## src/design/tac_pkg.sv

```systemverilog
`timescale 1ns / 1ps
// Shared types and constants for the touch averaging and calibration block.
// Used by every module in this folder; depends on nothing.
package tac_pkg;

  localparam int unsigned SAMPLE_W        = 12;
  localparam int unsigned CAL_W           = 12;
  localparam int unsigned SIZE_W          = 11;
  localparam int unsigned COORD_W         = 16;
  localparam int unsigned SUM_W           = 15;
  // |avg - min| * size: 12 bits times 11 bits
  localparam int unsigned PROD_W          = CAL_W + SIZE_W;
  localparam int unsigned CFG_IDX_W       = 3;
  localparam int unsigned CFG_DATA_W      = 12;
  localparam int unsigned FRAME_LEN_DEF   = 8;

  localparam logic [CAL_W-1:0]  CAL_LEFT_RST   = 12'd0;
  localparam logic [CAL_W-1:0]  CAL_RIGHT_RST  = 12'd4095;
  localparam logic [CAL_W-1:0]  CAL_BOTTOM_RST = 12'd0;
  localparam logic [CAL_W-1:0]  CAL_TOP_RST    = 12'd4095;
  localparam logic [SIZE_W-1:0] WIDTH_RST      = 11'd480;
  localparam logic [SIZE_W-1:0] HEIGHT_RST     = 11'd272;

  typedef enum logic [CFG_IDX_W-1:0] {
    CFG_CAL_LEFT   = 3'd0,
    CFG_CAL_RIGHT  = 3'd1,
    CFG_CAL_BOTTOM = 3'd2,
    CFG_CAL_TOP    = 3'd3,
    CFG_WIDTH      = 3'd4,
    CFG_HEIGHT     = 3'd5
  } cfg_reg_e;

  typedef enum logic [2:0] {
    ST_IDLE,
    ST_AVG,
    ST_MUL,
    ST_MAP_START,
    ST_MAP_WAIT,
    ST_OUT
  } state_e;

  localparam logic AXIS_H = 1'b0;
  localparam logic AXIS_V = 1'b1;

  typedef struct packed {
    logic [SAMPLE_W-1:0] sample;
    logic                axis;
  } in_beat_t;

  typedef struct packed {
    logic signed [COORD_W-1:0] x_coord;
    logic signed [COORD_W-1:0] y_coord;
    logic                      cal_error;
  } out_beat_t;

  typedef struct packed {
    logic accumulate;
    logic axis;
    logic div_start;
    logic lat_avg;
    logic mul_en;
    logic lat_coord;
    logic out_load;
  } ctrl_cmd_t;

  typedef struct packed {
    logic frame_full;
    logic div_done;
  } ctrl_sts_t;

endpackage

```

## src/design/touch_average_calibrate.sv

```systemverilog
`timescale 1ns / 1ps
// Touch sample averaging and linear screen calibration. Each input beat is one
// 12-bit ADC sample tagged with its axis; samples for an axis that already holds
// FRAME_LEN are taken and dropped. Once both axes hold FRAME_LEN samples,
// input stalls: each axis forms its average by reciprocal multiplication, then
// one shared divider, producing one quotient bit per cycle, runs a 23-bit
// mapping division. Input is ready again from the cycle in which the result
// beat is presented. If the previous result is still untaken when the new one
// is ready, input stays stalled until that beat is taken. A result waiting in
// the output register does not block sampling of the next frame.
// Configuration writes are taken every cycle. Uses tac_pkg; instantiates
// tac_ctrl and tac_datapath.
module touch_average_calibrate #(
  parameter int unsigned FRAME_LEN = tac_pkg::FRAME_LEN_DEF
) (
  input  logic                           clk_i,
  input  logic                           rst_ni,
  input  logic                           cfg_valid_i,
  output logic                           cfg_ready_o,
  input  logic [tac_pkg::CFG_IDX_W-1:0]  cfg_idx_i,
  input  logic [tac_pkg::CFG_DATA_W-1:0] cfg_data_i,
  input  logic                           in_valid_i,
  output logic                           in_ready_o,
  input  tac_pkg::in_beat_t              in_data_i,
  output logic                           out_valid_o,
  input  logic                           out_ready_i,
  output tac_pkg::out_beat_t             out_data_o
);

  tac_pkg::ctrl_cmd_t cmd;
  tac_pkg::ctrl_sts_t sts;
  logic               cfg_we;

  assign cfg_ready_o = 1'b1;
  assign cfg_we      = cfg_valid_i && cfg_ready_o;

  tac_ctrl u_ctrl (
    .clk_i       (clk_i),
    .rst_ni      (rst_ni),
    .in_valid_i  (in_valid_i),
    .in_ready_o  (in_ready_o),
    .out_valid_o (out_valid_o),
    .out_ready_i (out_ready_i),
    .cmd_o       (cmd),
    .sts_i       (sts)
  );

  tac_datapath #(
    .FRAME_LEN (FRAME_LEN)
  ) u_datapath (
    .clk_i      (clk_i),
    .rst_ni     (rst_ni),
    .cfg_we_i   (cfg_we),
    .cfg_idx_i  (cfg_idx_i),
    .cfg_data_i (cfg_data_i),
    .in_data_i  (in_data_i),
    .cmd_i      (cmd),
    .sts_o      (sts),
    .out_data_o (out_data_o)
  );

endmodule

```

## src/design/tac_div.sv

```systemverilog
`timescale 1ns / 1ps
// Restoring unsigned divider, one quotient bit per cycle.
// Uses widths from tac_pkg.
module tac_div (
  input  logic                        clk_i,
  input  logic                        rst_ni,
  input  logic                        start_i,
  input  logic [tac_pkg::PROD_W-1:0]  dividend_i,
  input  logic [tac_pkg::CAL_W-1:0]   divisor_i,
  output logic                        done_o,
  output logic [tac_pkg::PROD_W-1:0]  quotient_o
);

  localparam int unsigned CNT_W = $clog2(tac_pkg::PROD_W);
  localparam logic [CNT_W-1:0] LAST = CNT_W'(tac_pkg::PROD_W - 1);

  logic                       busy_q, busy_d;
  logic                       done_q, done_d;
  logic [CNT_W-1:0]           cnt_q, cnt_d;
  logic [tac_pkg::CAL_W-1:0]  rem_q, rem_d;
  logic [tac_pkg::PROD_W-1:0] quo_q, quo_d;
  logic [tac_pkg::CAL_W-1:0]  dvs_q, dvs_d;

  logic [tac_pkg::CAL_W:0]    rem_sh;
  logic [tac_pkg::CAL_W:0]    rem_sub;
  logic                       ge;

  always_comb begin
    rem_sh  = {rem_q, quo_q[tac_pkg::PROD_W-1]};
    rem_sub = rem_sh - {1'b0, dvs_q};
    ge      = rem_sh >= {1'b0, dvs_q};
  end

  always_comb begin
    busy_d = busy_q;
    done_d = 1'b0;
    cnt_d  = cnt_q;
    rem_d  = rem_q;
    quo_d  = quo_q;
    dvs_d  = dvs_q;
    if (start_i) begin
      busy_d = 1'b1;
      cnt_d  = '0;
      rem_d  = '0;
      quo_d  = dividend_i;
      dvs_d  = divisor_i;
    end else if (busy_q) begin
      // shift the next dividend bit in, shift the quotient bit in behind it
      rem_d = ge ? rem_sub[tac_pkg::CAL_W-1:0] : rem_sh[tac_pkg::CAL_W-1:0];
      quo_d = {quo_q[tac_pkg::PROD_W-2:0], ge};
      cnt_d = cnt_q + 1'b1;
      if (cnt_q == LAST) begin
        busy_d = 1'b0;
        done_d = 1'b1;
      end
    end
  end

  always_ff @(posedge clk_i or negedge rst_ni) begin
    if (!rst_ni) begin
      busy_q <= 1'b0;
      done_q <= 1'b0;
      cnt_q  <= '0;
    end else begin
      busy_q <= busy_d;
      done_q <= done_d;
      cnt_q  <= cnt_d;
    end
  end

  always_ff @(posedge clk_i) begin
    rem_q <= rem_d;
    quo_q <= quo_d;
    dvs_q <= dvs_d;
  end

  assign done_o     = done_q;
  assign quotient_o = quo_q;

endmodule

```

## src/design/tac_datapath.sv

```systemverilog
`timescale 1ns / 1ps
// Datapath: configuration registers, per-axis sums and counts, mapping
// arithmetic and output register. Uses tac_pkg and instantiates tac_div.
module tac_datapath #(
  parameter int unsigned FRAME_LEN = tac_pkg::FRAME_LEN_DEF
) (
  input  logic                           clk_i,
  input  logic                           rst_ni,
  input  logic                           cfg_we_i,
  input  logic [tac_pkg::CFG_IDX_W-1:0]  cfg_idx_i,
  input  logic [tac_pkg::CFG_DATA_W-1:0] cfg_data_i,
  input  tac_pkg::in_beat_t              in_data_i,
  input  tac_pkg::ctrl_cmd_t             cmd_i,
  output tac_pkg::ctrl_sts_t             sts_o,
  output tac_pkg::out_beat_t             out_data_o
);

  localparam int unsigned CNT_W = $clog2(FRAME_LEN + 1);
  localparam logic [CNT_W-1:0] FULL = CNT_W'(FRAME_LEN);

  localparam int unsigned CW = tac_pkg::CAL_W;
  localparam int unsigned SW = tac_pkg::SIZE_W;
  localparam int unsigned OW = tac_pkg::COORD_W;

  // rounded-up reciprocal of the frame length; exact for every 15-bit sum
  localparam int unsigned AVG_SH = tac_pkg::SUM_W + $clog2(FRAME_LEN);
  localparam int unsigned RCP_W  = tac_pkg::SUM_W + 1;
  localparam int unsigned AVG_PW = tac_pkg::SUM_W + RCP_W;
  localparam logic [RCP_W-1:0] AVG_RCP =
    RCP_W'(((64'd1 << AVG_SH) + 64'(FRAME_LEN) - 64'd1) / 64'(FRAME_LEN));

  logic [CW-1:0] cal_left_q, cal_right_q, cal_bottom_q, cal_top_q;
  logic [SW-1:0] width_q, height_q;

  logic [tac_pkg::SUM_W-1:0] sum_h_q, sum_v_q;
  logic [CNT_W-1:0]          cnt_h_q, cnt_v_q;

  logic [CW-1:0]              avg_q;
  logic [tac_pkg::PROD_W-1:0] prod_q;
  logic [CW-1:0]              span_q;
  logic                       neg_q, mirror_q, equal_q;
  logic [OW-1:0]              x_q, y_q;
  logic                       err_q;
  tac_pkg::out_beat_t         out_q;

  logic [CW-1:0] lo, hi, mn, mx;
  logic [SW-1:0] size;
  logic          mirror;
  logic [CW:0]   diff;
  logic [CW-1:0] mag;

  logic [tac_pkg::SUM_W-1:0] sum_sel;
  logic [AVG_PW-1:0]         avg_prod;

  logic                       div_done;
  logic [tac_pkg::PROD_W-1:0] div_quo;

  logic [OW-1:0] q16, coord;

  // configuration writes
  always_ff @(posedge clk_i or negedge rst_ni) begin
    if (!rst_ni) begin
      cal_left_q   <= tac_pkg::CAL_LEFT_RST;
      cal_right_q  <= tac_pkg::CAL_RIGHT_RST;
      cal_bottom_q <= tac_pkg::CAL_BOTTOM_RST;
      cal_top_q    <= tac_pkg::CAL_TOP_RST;
      width_q      <= tac_pkg::WIDTH_RST;
      height_q     <= tac_pkg::HEIGHT_RST;
    end else if (cfg_we_i) begin
      unique case (cfg_idx_i)
        tac_pkg::CFG_CAL_LEFT:   cal_left_q   <= cfg_data_i[CW-1:0];
        tac_pkg::CFG_CAL_RIGHT:  cal_right_q  <= cfg_data_i[CW-1:0];
        tac_pkg::CFG_CAL_BOTTOM: cal_bottom_q <= cfg_data_i[CW-1:0];
        tac_pkg::CFG_CAL_TOP:    cal_top_q    <= cfg_data_i[CW-1:0];
        tac_pkg::CFG_WIDTH:      width_q      <= cfg_data_i[SW-1:0];
        tac_pkg::CFG_HEIGHT:     height_q     <= cfg_data_i[SW-1:0];
        default: ;
      endcase
    end
  end

  // accumulate; drop samples for an axis that already holds a full set
  always_ff @(posedge clk_i or negedge rst_ni) begin
    if (!rst_ni) begin
      sum_h_q <= '0;
      sum_v_q <= '0;
      cnt_h_q <= '0;
      cnt_v_q <= '0;
    end else if (cmd_i.out_load) begin
      sum_h_q <= '0;
      sum_v_q <= '0;
      cnt_h_q <= '0;
      cnt_v_q <= '0;
    end else if (cmd_i.accumulate) begin
      if (in_data_i.axis == tac_pkg::AXIS_H) begin
        if (cnt_h_q < FULL) begin
          sum_h_q <= sum_h_q + tac_pkg::SUM_W'(in_data_i.sample);
          cnt_h_q <= cnt_h_q + 1'b1;
        end
      end else begin
        if (cnt_v_q < FULL) begin
          sum_v_q <= sum_v_q + tac_pkg::SUM_W'(in_data_i.sample);
          cnt_v_q <= cnt_v_q + 1'b1;
        end
      end
    end
  end

  // average of the selected axis: multiply by the reciprocal, keep the high bits
  always_comb begin
    sum_sel  = (cmd_i.axis == tac_pkg::AXIS_H) ? sum_h_q : sum_v_q;
    avg_prod = AVG_PW'(sum_sel) * AVG_PW'(AVG_RCP);
  end

  // axis select and order the calibration ends
  always_comb begin
    if (cmd_i.axis == tac_pkg::AXIS_H) begin
      lo   = cal_left_q;
      hi   = cal_right_q;
      size = width_q;
    end else begin
      lo   = cal_bottom_q;
      hi   = cal_top_q;
      size = height_q;
    end
    mirror = lo > hi;
    mn     = mirror ? hi : lo;
    mx     = mirror ? lo : hi;
    diff   = {1'b0, avg_q} - {1'b0, mn};
    mag    = diff[CW] ? CW'(-diff) : diff[CW-1:0];
  end

  // |avg - min| * size / span
  tac_div u_div (
    .clk_i      (clk_i),
    .rst_ni     (rst_ni),
    .start_i    (cmd_i.div_start),
    .dividend_i (prod_q),
    .divisor_i  (span_q),
    .done_o     (div_done),
    .quotient_o (div_quo)
  );

  // restore the sign, then mirror; equal ends force zero
  always_comb begin
    q16   = neg_q ? (~div_quo[OW-1:0] + 1'b1) : div_quo[OW-1:0];
    coord = mirror_q ? (OW'(size) - q16) : q16;
    if (equal_q) begin
      coord = '0;
    end
  end

  always_ff @(posedge clk_i) begin
    if (cmd_i.lat_avg) begin
      avg_q <= avg_prod[AVG_SH +: CW];
    end
    if (cmd_i.mul_en) begin
      prod_q   <= tac_pkg::PROD_W'(mag) * tac_pkg::PROD_W'(size);
      span_q   <= mx - mn;
      neg_q    <= diff[CW];
      mirror_q <= mirror;
      equal_q  <= lo == hi;
    end
    if (cmd_i.lat_coord) begin
      if (cmd_i.axis == tac_pkg::AXIS_H) begin
        x_q   <= coord;
        err_q <= equal_q;
      end else begin
        y_q   <= coord;
        err_q <= err_q | equal_q;
      end
    end
    if (cmd_i.out_load) begin
      out_q.x_coord   <= x_q;
      out_q.y_coord   <= y_q;
      out_q.cal_error <= err_q;
    end
  end

  assign sts_o.frame_full = (cnt_h_q == FULL) && (cnt_v_q == FULL);
  assign sts_o.div_done   = div_done;
  assign out_data_o       = out_q;

  a_cnt_bound: assert property (@(posedge clk_i) disable iff (!rst_ni)
    (cnt_h_q <= FULL) && (cnt_v_q <= FULL))
    else $error("sample count past frame size");

  a_clear_frame: assert property (@(posedge clk_i) disable iff (!rst_ni)
    cmd_i.out_load |=> (cnt_h_q == '0) && (cnt_v_q == '0) && (sum_h_q == '0)
                       && (sum_v_q == '0))
    else $error("frame state not cleared after result load");

endmodule

```

## src/design/tac_ctrl.sv

```systemverilog
`timescale 1ns / 1ps
// Controller: sequences averaging, mapping and result hand-off for both axes.
// Uses tac_pkg; drives the datapath through ctrl_cmd_t.
module tac_ctrl (
  input  logic                clk_i,
  input  logic                rst_ni,
  input  logic                in_valid_i,
  output logic                in_ready_o,
  output logic                out_valid_o,
  input  logic                out_ready_i,
  output tac_pkg::ctrl_cmd_t  cmd_o,
  input  tac_pkg::ctrl_sts_t  sts_i
);

  tac_pkg::state_e state_q, state_d;
  logic            axis_q, axis_d;
  logic            out_valid_q, out_valid_d;
  logic            slot_free;

  assign slot_free = !out_valid_q || out_ready_i;

  // next state
  always_comb begin
    state_d = state_q;
    axis_d  = axis_q;
    unique case (state_q)
      tac_pkg::ST_IDLE: begin
        if (sts_i.frame_full) begin
          state_d = tac_pkg::ST_AVG;
          axis_d  = tac_pkg::AXIS_H;
        end
      end
      tac_pkg::ST_AVG:       state_d = tac_pkg::ST_MUL;
      tac_pkg::ST_MUL:       state_d = tac_pkg::ST_MAP_START;
      tac_pkg::ST_MAP_START: state_d = tac_pkg::ST_MAP_WAIT;
      tac_pkg::ST_MAP_WAIT: begin
        if (sts_i.div_done) begin
          if (axis_q == tac_pkg::AXIS_H) begin
            state_d = tac_pkg::ST_AVG;
            axis_d  = tac_pkg::AXIS_V;
          end else begin
            state_d = tac_pkg::ST_OUT;
          end
        end
      end
      tac_pkg::ST_OUT: begin
        if (slot_free) begin
          state_d = tac_pkg::ST_IDLE;
        end
      end
      default: state_d = tac_pkg::ST_IDLE;
    endcase
  end

  // outputs
  always_comb begin
    cmd_o       = '0;
    cmd_o.axis  = axis_q;
    in_ready_o  = 1'b0;
    unique case (state_q)
      tac_pkg::ST_IDLE: begin
        in_ready_o       = !sts_i.frame_full;
        cmd_o.accumulate = in_valid_i && !sts_i.frame_full;
      end
      tac_pkg::ST_AVG:       cmd_o.lat_avg   = 1'b1;
      tac_pkg::ST_MUL:       cmd_o.mul_en    = 1'b1;
      tac_pkg::ST_MAP_START: cmd_o.div_start = 1'b1;
      tac_pkg::ST_MAP_WAIT:  cmd_o.lat_coord = sts_i.div_done;
      tac_pkg::ST_OUT:       cmd_o.out_load  = slot_free;
      default: ;
    endcase
  end

  // hold the result until the beat is taken
  always_comb begin
    out_valid_d = out_valid_q;
    if (cmd_o.out_load) begin
      out_valid_d = 1'b1;
    end else if (out_ready_i) begin
      out_valid_d = 1'b0;
    end
  end

  always_ff @(posedge clk_i or negedge rst_ni) begin
    if (!rst_ni) begin
      state_q     <= tac_pkg::ST_IDLE;
      axis_q      <= tac_pkg::AXIS_H;
      out_valid_q <= 1'b0;
    end else begin
      state_q     <= state_d;
      axis_q      <= axis_d;
      out_valid_q <= out_valid_d;
    end
  end

  assign out_valid_o = out_valid_q;

  a_done_in_wait: assert property (@(posedge clk_i) disable iff (!rst_ni)
    sts_i.div_done |-> (state_q == tac_pkg::ST_MAP_WAIT))
    else $error("divider finished outside a wait state");

  a_load_no_overwrite: assert property (@(posedge clk_i) disable iff (!rst_ni)
    cmd_o.out_load |-> !out_valid_q || out_ready_i)
    else $error("result load over an untaken beat");

  a_no_accept_busy: assert property (@(posedge clk_i) disable iff (!rst_ni)
    (in_valid_i && in_ready_o) |-> !sts_i.frame_full)
    else $error("sample taken while a full frame waits");

endmodule

```

## config.mk

```make
export PLATFORM = sky130hd
export DESIGN_NAME = touch_average_calibrate
export DESIGN_NICKNAME = d
export VERILOG_FILES = /design/src/design/tac_pkg.sv /design/src/design/touch_average_calibrate.sv /design/src/design/tac_div.sv /design/src/design/tac_datapath.sv /design/src/design/tac_ctrl.sv
export SDC_FILE = /design/constraint.sdc
export NUM_CORES = 1
export LEC_CHECK = 0
export BUFFER_PORTS_ARGS = -buffer_cell sky130_fd_sc_hd__clkbuf_2
export CORE_ASPECT_RATIO = 1.25
export CORE_MARGIN = 10
export CORE_UTILIZATION = 40
export DETAILED_ROUTE_END_ITERATION = 8
export PLACE_DENSITY = 0.67
export SLEW_MARGIN = 5
export SYNTH_ARGS = -nofsm -noshare
export SYNTH_HDL_FRONTEND = slang
export SYNTH_HIERARCHICAL = 1
export SYNTH_SLANG_ARGS = --single-unit
```

## constraint.sdc

```tcl
create_clock -name clk_i -period 11.6 [get_ports clk_i]
set_input_delay 0.58 -clock clk_i [delete_from_list [all_inputs] [get_ports clk_i]]
set_output_delay 0.58 -clock clk_i [all_outputs]
set_load 0.005 [all_outputs]
```

==> results.sh, run 1 <==
export IMPL_nets=2188
export IMPL_finalHoldViolations=2
export IMPL_num_antenna_cells=0
export IMPL_drt_vias_per_instance=5.27
export IMPL_status="finished, violations left"
export IMPL_min_period_over_period=0.923
export IMPL_synth_edff_count=151
export IMPL_io_pin_count=69
export IMPL_rsz0062_at_grt="false"
export IMPL_grt_pass1_wl_um=73000
export IMPL_grt_overflow_total=0
export IMPL_routedWlPerCell_um=17.3
export IMPL_clkTransAtPathRegs_ns=0.06
export IMPL_area_growth_pct=11.2
export IMPL_synthFlopType="edfxtp_1"
export IMPL_cts_hold_buf=0
export IMPL_max_cap_violations=0
export IMPL_num_rows=90
export IMPL_grt_max_degree=77
export IMPL_drv_slew=0
export IMPL_r2r_cells=36
export IMPL_min_period_ns=10.71
export IMPL_r2r_start="u_ctrl/axis_q$_DFFE_PN0P_"
export IMPL_crit_start="u_ctrl/axis_q$_DFFE_PN0P_"
export IMPL_path_depth=36
export IMPL_critPathCapture="u_datapath/prod_q[19]$_DFFE_PP_"
export IMPL_cp_top_family="adder cells"
export IMPL_detailed_place_hpwl_um=34500
export IMPL_fin_setup_tns_ns=0
export IMPL_antenna_found_initial=1
export IMPL_worst_hold_path_type="in -> async"
export IMPL_worstSetupEndpointType="register"
export IMPL_grt_pass1_vias=14035
export IMPL_die_y_um=267
export IMPL_synth_seq_cells=283
export IMPL_worst_path_buf_inv=7
export IMPL_ys_types=98
export IMPL_numCtsBuffers=31
export IMPL_postSynthCellCount=1855
export IMPL_die_w_um=218
export IMPL_clk_path_buf_depth=3
export IMPL_required_ns=11.94
export IMPL_ys_warnings_count=6
export IMPL_r2r_setup_slack_ns=0.89
export IMPL_path_max_fanout=26
export IMPL_vias=13659
export IMPL_drc=0
export IMPL_fin_skew_ns=0.0148
export IMPL_timing_fmax_ghz=0.0934
export IMPL_ys_seq_area_frac=0.399
export IMPL_root_buffer="clkbuf_16"
export IMPL_worst_pin_slew_ns=1.00
export IMPL_violations="negative hold slack"
export IMPL_cts_tree="done"
export IMPL_finalSetupViolations=0
export IMPL_ys_async_sr_fraction=0.424
export IMPL_syn_area_per_cell_um2=10.6
export IMPL_start_util=0.405
export IMPL_portBuffers=67
export IMPL_cpMostUsedCell="fa_1"
export IMPL_critPathMaxStageDelay_ns=0.60
export IMPL_cts_max_level=1
export IMPL_startpoint_type="register"
export IMPL_drt_total_wl_um=44800
export IMPL_die_area_mm2=0.0582
export IMPL_clock_latency_ns=0.59
export IMPL_gp_congestion=0.926
export IMPL_critPathArrivalTime_ns=11.05
export IMPL_drt_iter0_drc=664
export IMPL_cts_sinks=283
export IMPL_synth_net_count=2120
export IMPL_drtAntennaViolNets=0
export IMPL_coreArea_mm2=0.0483
export IMPL_syn_area_mm2=0.0196
export IMPL_whs_ns=-0.00287
export IMPL_drive_gt1_frac=0.175
export IMPL_slew_headroom=0.326
export IMPL_r2r_end="u_datapath/prod_q[19]$_DFFE_PP_"
export IMPL_grt_use_total=0.154
export IMPL_dr_pass1_iters=5
export IMPL_critPathKind="reg -> reg"
export IMPL_cp_slowest_cell="dfrtp_4"
-- how the worst min path moves through the flow --
stage | from | end | slack, ns
5_1_grt | rst_ni | u_datapath/sum_h_q[1]$_DFFE_PN0P_ | 0.03
3_5_place_dp | u_datapath/x_q[0]$_DFFE_PP_ | u_datapath/out_data_o[17]$_DFFE_PP_ | 0.40
4_1_cts | rst_ni | u_datapath/sum_h_q[1]$_DFFE_PN0P_ | 0.01
6_report | rst_ni | u_datapath/sum_h_q[1]$_DFFE_PN0P_ | -0.003
2_1_floorplan | rst_ni | u_ctrl/axis_q$_DFFE_PN0P_ | 0.28
3_3_place_gp | u_datapath/y_q[6]$_DFFE_PP_ | u_datapath/out_data_o[7]$_DFFE_PP_ | 0.40
-- routing by layer --
| metal | GRT usage | vias up | wire (µm) |
|---|---|---|---|
| met3 | 0.0246 | 111 | 2340 |
| met5 | 0 | - | 13 |
| met4 | 0.0648 | 2 | 1770 |
| met1 | 0.180 | 6664 | 18300 |
| met2 | 0.275 | 334 | 22400 |
| li1 | - | 6548 | - |
-- kinds of logic after synthesis --
family	after synthesis	synth area share
mux	147	0.0827
buf+inv	283	0.0589
flops	283	0.399
simple gates	475	0.114
fa+ha+maj	233	0.184
compound gates	333	0.116
xor+xnor	100	0.0447
other cells	1	0.000192
-- registers in the layout, summed over array words and instances (netlist names), 3 cells and up --
name / flops
u_datapath/y_q: 16
u_datapath/width_q: 11
u_datapath/u_div/dvs_q: 12
u_datapath/sum_v_q: 15
u_datapath/x_q: 16
u_ctrl/state_q: 3
u_datapath/cal_top_q: 12
u_datapath/cal_left_q: 12
u_datapath/u_div/rem_q: 12
u_datapath/sum_h_q: 15
u_datapath/height_q: 11
u_datapath/u_div/quotient_o: 23
u_datapath/out_data_o: 33
u_datapath/span_q: 12
u_datapath/prod_q: 23
u_datapath/u_div/cnt_q: 5
u_datapath/avg_q: 12
u_datapath/cnt_h_q: 4
u_datapath/cal_right_q: 12
u_datapath/cal_bottom_q: 12
u_datapath/cnt_v_q: 4
-- area by class of cell --
class / instances / area, µm²
clock buffer: 33 / 783
clock inverter: 25 / 287
fill: 4464 / 26500
inverter: 219 / 822
multi-input combinational: 1289 / 10700
sequential: 283 / 7820
tap: 644 / 806
timing repair buffer: 99 / 582
-- cells in the final DEF, fill, tap and decap left out, types with 12 or more instances in the layout --
cell	instances
edfxtp_1	151
ha_1	139
clkbuf_16	31
mux2_2	116
o21ai_0	59
nand3_1	25
nor3_1	17
a211oi_1	19
nor2_1	144
xor2_1	34
and2_1	17
dfxtp_1	12
clkbuf_2	66
dfrtp_1	89
mux2i_1	29
nand2_1	158
o21bai_1	25
nand2b_1	25
dfstp_2	30
nor2b_1	16
xnor2_1	64
fa_1	93
a21oi_1	99
buf_4	32
a21o_1	16
inv_1	216
or3_1	12
-- worst register-to-register path, delay by kind of cell (launching register included) --
family / cells / cell delay, ns
buffers and inverters: 7 / 0.93
XOR/XNOR: 2 / 0.63
multiplexers: 1 / 0.34
AND/OR/NAND/NOR: 5 / 1.22
flip-flops: 1 / 0.60
adder cells (fa/ha/maj): 8 / 3.72
AO/OA/AOI/OAI: 13 / 3.02
-- Yosys cell counts, types with 5 or more instances --
cell        n  area [µm²]
a311oi_1    7        61.3
dfstp_2    30         788
a211o_1     5        43.8
and2_1     17         106
fa_1       93        1860
nand3_1    25         125
buf_2       6        30.0
dfxtp_1    12         240
o31ai_1     8        60.1
edfxtp_1  151        4530
nor3_1     17        85.1
mux2i_1    29         290
buf_6       5        56.3
a21oi_1    99         495
nand3b_1    6        45.0
buf_1       6        22.5
a21boi_0   10        75.1
o22ai_1     6        37.5
a211oi_1   20         150
nand4_1    10        62.6
or2_1       7        43.8
dfrtp_1    90        2250
o21bai_1   25         188
xnor2_1    64         561
a21o_1     16         120
inv_1     216         811
or3_1      12        75.1
clkbuf_1   40         150
mux2_2    116        1310
xor2_1     36         315
o21ai_0    59         295
nor2b_1    16         100
ha_1      139        1740
nor2_1    146         548
o21a_1      9        67.6
and3_1      8        50.1
nand2_1   158         593
nand2b_1   25         156
-- what timing repair did --
item / CTS / global route
gates resized for setup: 0 / 5
hold endpoints to repair: 0 / 0
setup buffers: 0 / 2
setup endpoints to repair: 0 / 5
-- through the flow --
stage / area, µm² / hold WS (ns) / utilization / setup WS [ns] / instances
floorplan: 19600 / 0.284 / - / 0.0891 / 1855
global placement: 20700 / 0.404 / 0.428 / 0.743 / 2532
detailed placement: 20700 / 0.405 / 0.428 / 0.442 / 2532
CTS: 21700 / 0.00959 / 0.450 / 0.451 / 2590
global route: 21800 / 0.0317 / 0.451 / 0.0475 / 2592
finish: 21800 / -0.00287 / 0.451 / 0.888 / 2592
Power of run 1 is not shown: default switching activity piles up to over one toggle a cycle in this logic, so the estimate is an artifact.
==> run 2, diff against run 1 <==
--- a/config.mk
+++ b/config.mk
@@ -6,11 +6,12 @@
 export NUM_CORES = 1
 export LEC_CHECK = 0
 export BUFFER_PORTS_ARGS = -buffer_cell sky130_fd_sc_hd__clkbuf_2
+export CAP_MARGIN = 25
 export CORE_ASPECT_RATIO = 1.25
 export CORE_MARGIN = 10
 export CORE_UTILIZATION = 40
 export DETAILED_ROUTE_END_ITERATION = 8
-export PLACE_DENSITY = 0.67
+export PLACE_DENSITY_LB_ADDON = 0.2
 export SLEW_MARGIN = 5
 export SYNTH_ARGS = -nofsm -noshare
 export SYNTH_HDL_FRONTEND = slang
==> results.sh, run 2 (synthesis gave the netlist of run 1 again) <==
export IMPL_die_y_um=267
export IMPL_drtAntennaViolNets=0
export IMPL_final_common_cell="inv_1"
export IMPL_clkTransAtPathRegs_ns=0.07
export IMPL_vias=13380
export IMPL_dp_slack_ns=0.421
export IMPL_timing_fmax_ghz=0.0931
export IMPL_layoutNonFillerInstCount=2601
export IMPL_clk_path_buf_depth=3
export IMPL_fin_setup_tns_ns=0
export IMPL_die_area_mm2=0.0582
export IMPL_r2r_setup_slack_ns=0.86
export IMPL_worst_slack_ns=0.864
export IMPL_numCtsBuffers=30
export IMPL_slew_headroom=0.336
export IMPL_clock_latency_ns=0.59
export IMPL_portBuffers=67
export IMPL_worstSetupEndpointType="register"
export IMPL_critPathKind="reg -> reg"
export IMPL_finalSetupViolations=0
export IMPL_max_cap_violations=0
export IMPL_largest_reg_flops=33
export IMPL_worst_pin_slew_ns=0.989
export IMPL_grt_use_total=0.154
export IMPL_drc=0
export IMPL_finalHoldViolations=0
export IMPL_r2r_start="u_ctrl/axis_q$_DFFE_PN0P_"
export IMPL_drt_vias_per_instance=5.14
export IMPL_startpoint_type="register"
export IMPL_grt_pass1_vias=13832
export IMPL_area_growth_pct=11.9
export IMPL_die_w_um=218
export IMPL_drive_gt1_frac=0.179
export IMPL_layout_common_cells="inv_1 (216), nand2_1 (158), edfxtp_1 (151), nor2_1 (144), ha_1 (139)"
export IMPL_cts_tree="done"
export IMPL_routed_wl_met2_um=22900
export IMPL_dr_pass1_iters=5
export IMPL_min_period_over_period=0.926
export IMPL_drt_total_wl_um=45000
export IMPL_start_util=0.405
export IMPL_critPathCapture="u_datapath/prod_q[19]$_DFFE_PP_"
export IMPL_cts_sinks=283
export IMPL_num_antenna_cells=0
export IMPL_grt_pass1_wl_um=72700
export IMPL_root_buffer="clkbuf_16"
export IMPL_critPathArrivalTime_ns=11.08
export IMPL_critPathMaxStageDelay_ns=0.57
export IMPL_dp_cells=2535
export IMPL_cpMostUsedCell="fa_1"
export IMPL_crit_start="u_ctrl/axis_q$_DFFE_PN0P_"
export IMPL_routedWlPerCell_um=17.3
export IMPL_cts_max_level=1
export IMPL_min_period_ns=10.74
export IMPL_whs_ns=0.0334
export IMPL_antenna_found_initial=1
export IMPL_grt_max_degree=65
export IMPL_fin_skew_ns=0.0137
export IMPL_cts_hold_buf=0
export IMPL_wl_met3_um=1700
export IMPL_r2r_cells=37
export IMPL_gp_congestion=0.875
export IMPL_nets=2198
export IMPL_cp_slowest_cell="or4_4"
export IMPL_io_pin_count=69
export IMPL_met1_length_um=19200
export IMPL_required_ns=11.94
export IMPL_rsz0062_at_grt="false"
export IMPL_drv_slew=0
export IMPL_worst_hold_path_type="in -> async"
export IMPL_status="finished clean"
export IMPL_detailed_place_hpwl_um=34900
export IMPL_path_max_fanout=26
export IMPL_num_rows=90
export IMPL_coreArea_mm2=0.0483
export IMPL_r2r_end="u_datapath/prod_q[19]$_DFFE_PP_"
export IMPL_routed_top_layer="met5"
export IMPL_grt_overflow_total=0
export IMPL_drt_iter0_drc=636
[run 2: changes by cell type in the layout (fill, tap and decap cells not counted), sizes merged]
cell / delta
clkbuf: +7
bufinv: +1
inv: -3
buf: +11
clkinv: -2
clkinvlp: -5
[run 2: worst min path at each step]
stage / start / end / slack (ns) / cells after the start
finish: rst_ni / u_datapath/height_q[6]$_DFFE_PN0P_ / 0.03 / 1
global route: rst_ni / u_datapath/height_q[6]$_DFFE_PN0P_ / 0.07 / 1
CTS: rst_ni / u_datapath/height_q[5]$_DFFE_PN0P_ / 0.04 / 1
detailed placement: u_datapath/x_q[1]$_DFFE_PP_ / u_datapath/out_data_o[18]$_DFFE_PP_ / 0.40 / 0
global placement: u_datapath/x_q[6]$_DFFE_PP_ / u_datapath/out_data_o[23]$_DFFE_PP_ / 0.40 / 0
floorplan: rst_ni / u_ctrl/axis_q$_DFFE_PN0P_ / 0.28 / 0
[run 2: worst max-delay path: cells and delay by family, from the launching register on]
kind	cells	cell delay, ns
fa+ha+maj	8	3.65
flops	1	0.53
buf+inv	7	0.80
compound gates	13	3.05
mux	1	0.37
simple gates	6	1.48
xor+xnor	2	0.58
[run 2: timing repair]
item | in CTS | in global routing
endpoints found under the setup margin | 0 | 6
gates resized for setup | 0 | 4
setup buffers | 0 | 8
[run 2: metrics by stage]
| step | utilization | cell area (µm²) |
|---|---|---|
| detailed placement | 0.428 | 20700 |
| CTS | 0.451 | 21800 |
| finish | 0.453 | 21900 |
| global route | 0.453 | 21900 |
| global placement | 0.428 | 20700 |
| floorplan | - | 19600 |
[run 2: metal layers]
layer | global-route usage | up-vias
met1 | 0.185 | 6545
met2 | 0.280 | 219
met4 | 0.0474 | 2
met5 | 0 | -
met3 | 0.0209 | 76
li1 | - | 6538
[run 2: layout make-up]
type / count / area, µm²
clock buffer: 40 / 848
clock inverter: 16 / 255
fill: 4539 / 26400
inverter: 219 / 822
multi-input combinational: 1289 / 10700
sequential: 283 / 7820
tap: 644 / 806
timing repair buffer: 110 / 684
Power of run 2 is left out for the same reason.
==> run 3, diff against run 2 <==
--- a/config.mk
+++ b/config.mk
@@ -12,6 +12,7 @@
 export CORE_UTILIZATION = 40
 export DETAILED_ROUTE_END_ITERATION = 8
 export PLACE_DENSITY_LB_ADDON = 0.2
+export RECOVER_POWER = 100
 export SLEW_MARGIN = 5
 export SYNTH_ARGS = -nofsm -noshare
 export SYNTH_HDL_FRONTEND = slang
==> results.sh, run 3 (synthesis gave the netlist of run 1 again) <==
export IMPL_max_cap_violations=6
export IMPL_finalSetupViolations=0
export IMPL_detailed_place_hpwl_um=34900
export IMPL_multi_input_comb_area_mm2=0.0106
export IMPL_cts_tree="done"
export IMPL_drive_gt1_frac=0.146
export IMPL_cts_hold_buf=0
export IMPL_routedWlPerCell_um=17.3
export IMPL_timing_fmax_ghz=0.0930
export IMPL_clock_latency_ns=0.59
export IMPL_min_period_over_period=0.927
export IMPL_grtUsageMet3=0.0209
export IMPL_root_buffer="clkbuf_16"
export IMPL_min_period_ns=10.76
export IMPL_r2r_start="u_ctrl/axis_q$_DFFE_PN0P_"
export IMPL_critPathArrivalTime_ns=11.10
export IMPL_cts_sinks=283
export IMPL_required_ns=11.94
export IMPL_grt_busiest_layer="met2"
export IMPL_met2_usage=0.280
export IMPL_die_area_mm2=0.0582
export IMPL_fin_setup_tns_ns=0
export IMPL_drt_total_wl_um=45000
export IMPL_cts_max_level=1
export IMPL_drtAntennaViolNets=0
export IMPL_startpoint_type="register"
export IMPL_clkTransAtPathRegs_ns=0.07
export IMPL_violations="max-capacitance violations, max-slew violations"
export IMPL_drc=0
export IMPL_nets=2198
export IMPL_critPathKind="reg -> reg"
export IMPL_layout_common_cells="inv_1 (219), nand2_1 (158), edfxtp_1 (151), nor2_1 (146), ha_1 (139)"
export IMPL_start_util=0.405
export IMPL_die_w_um=218
export IMPL_io_pin_count=69
export IMPL_vias=13409
export IMPL_worstSetupEndpointType="register"
export IMPL_num_rows=90
export IMPL_critPathMaxStageDelay_ns=0.57
export IMPL_grt_pass1_vias=13832
export IMPL_grt_pass1_wl_um=72700
export IMPL_portBuffers=67
export IMPL_clk_path_buf_depth=3
export IMPL_hp_start="cfg_data_i[11]"
export IMPL_gp_congestion=0.875
export IMPL_path_max_fanout=26
export IMPL_antenna_found_initial=1
export IMPL_finalHoldViolations=0
export IMPL_drt_vias_per_instance=5.16
export IMPL_rsz0062_at_grt="false"
export IMPL_grt_max_degree=65
export IMPL_drv_slew=289
export IMPL_largest_reg_flops=33
export IMPL_numCtsBuffers=30
export IMPL_area_growth_pct=11.0
export IMPL_use_met1=0.185
export IMPL_ff_latch_area_mm2=0.00782
export IMPL_coreArea_mm2=0.0483
export IMPL_die_y_um=267
export IMPL_worst_pin_slew_ns=3.44
export IMPL_drt_iter0_drc=621
export IMPL_final_common_cell="inv_1"
export IMPL_dr_pass1_iters=5
export IMPL_cp_slowest_cell="or4_4"
export IMPL_grt_overflow_total=0
export IMPL_slew_headroom=-1.30
export IMPL_worst_hold_path_type="in -> reg"
export IMPL_n_fill_cell=4581
export IMPL_fin_skew_ns=0.0146
export IMPL_num_antenna_cells=0
export IMPL_status="finished, violations left"
export IMPL_crit_start="u_ctrl/axis_q$_DFFE_PN0P_"
export IMPL_grt_use_total=0.154
run 3: worst max-delay path: cells and delay by family, from the launching register on:
family | cells | cell delay [ns]
XOR/XNOR | 2 | 0.59
AND/OR/NAND/NOR | 6 | 1.49
AO/OA/AOI/OAI | 13 | 3.04
flip-flops | 1 | 0.53
buffers and inverters | 7 | 0.83
multiplexers | 1 | 0.37
adder cells (fa/ha/maj) | 8 | 3.64
run 3: area by class of cell:
| cell class | count | area share |
|---|---|---|
| repair buffers | 110 | 0.0263 |
| well taps | 644 | 0.0371 |
| multi-input cells | 1289 | 0.488 |
| clock buffers | 40 | 0.0390 |
| clock inverters | 16 | 0.0117 |
| inverters | 219 | 0.0378 |
| flip-flops and latches | 283 | 0.360 |
run 3: what timing repair did:
| action | 4_1_cts | 5_1_grt |
|---|---|---|
| gates resized for setup | 0 | 4 |
| endpoints found under the setup margin | 0 | 6 |
| buffers inserted | 0 | 8 |
run 3: final timing paths:
check	to	slack (ns)	cells past startpoint
setup / recovery	u_datapath/prod_q[19]$_DFFE_PP_	0.84	37
hold / removal	u_datapath/cal_left_q[11]$_DFFE_PN0P_	0.27	2
setup reg to reg	u_datapath/prod_q[19]$_DFFE_PP_	0.84	37
hold reg to reg	u_datapath/u_div/dvs_q[0]$_DFFE_PP_	0.42	0
max in group asynchronous	u_ctrl/axis_q$_DFFE_PN0P_	5.79	2
min in group asynchronous	u_datapath/height_q[5]$_DFFE_PN0P_	0.95	1
run 3: layer usage:
layer,up-vias,part of all wire
li1,6541,-
met1,6567,0.43
met2,224,0.51
met3,75,0.038
met4,2,0.028
met5,-,0.00044
run 3: metrics by stage:
stage / hold slack, ns / worst slack [ns] / instance area, µm² / util / std cells
6_report: 0.271 / 0.842 / 21700 / 0.450 / 2601
3_3_place_gp: 0.403 / 0.738 / 20700 / 0.428 / 2535
4_1_cts: 0.0389 / 0.369 / 21800 / 0.451 / 2591
5_1_grt: 0.265 / 0.0565 / 21700 / 0.450 / 2601
2_1_floorplan: 0.284 / 0.0891 / 19600 / - / 1855
3_5_place_dp: 0.405 / 0.421 / 20700 / 0.428 / 2535
Power of run 3 is left out for the same reason.
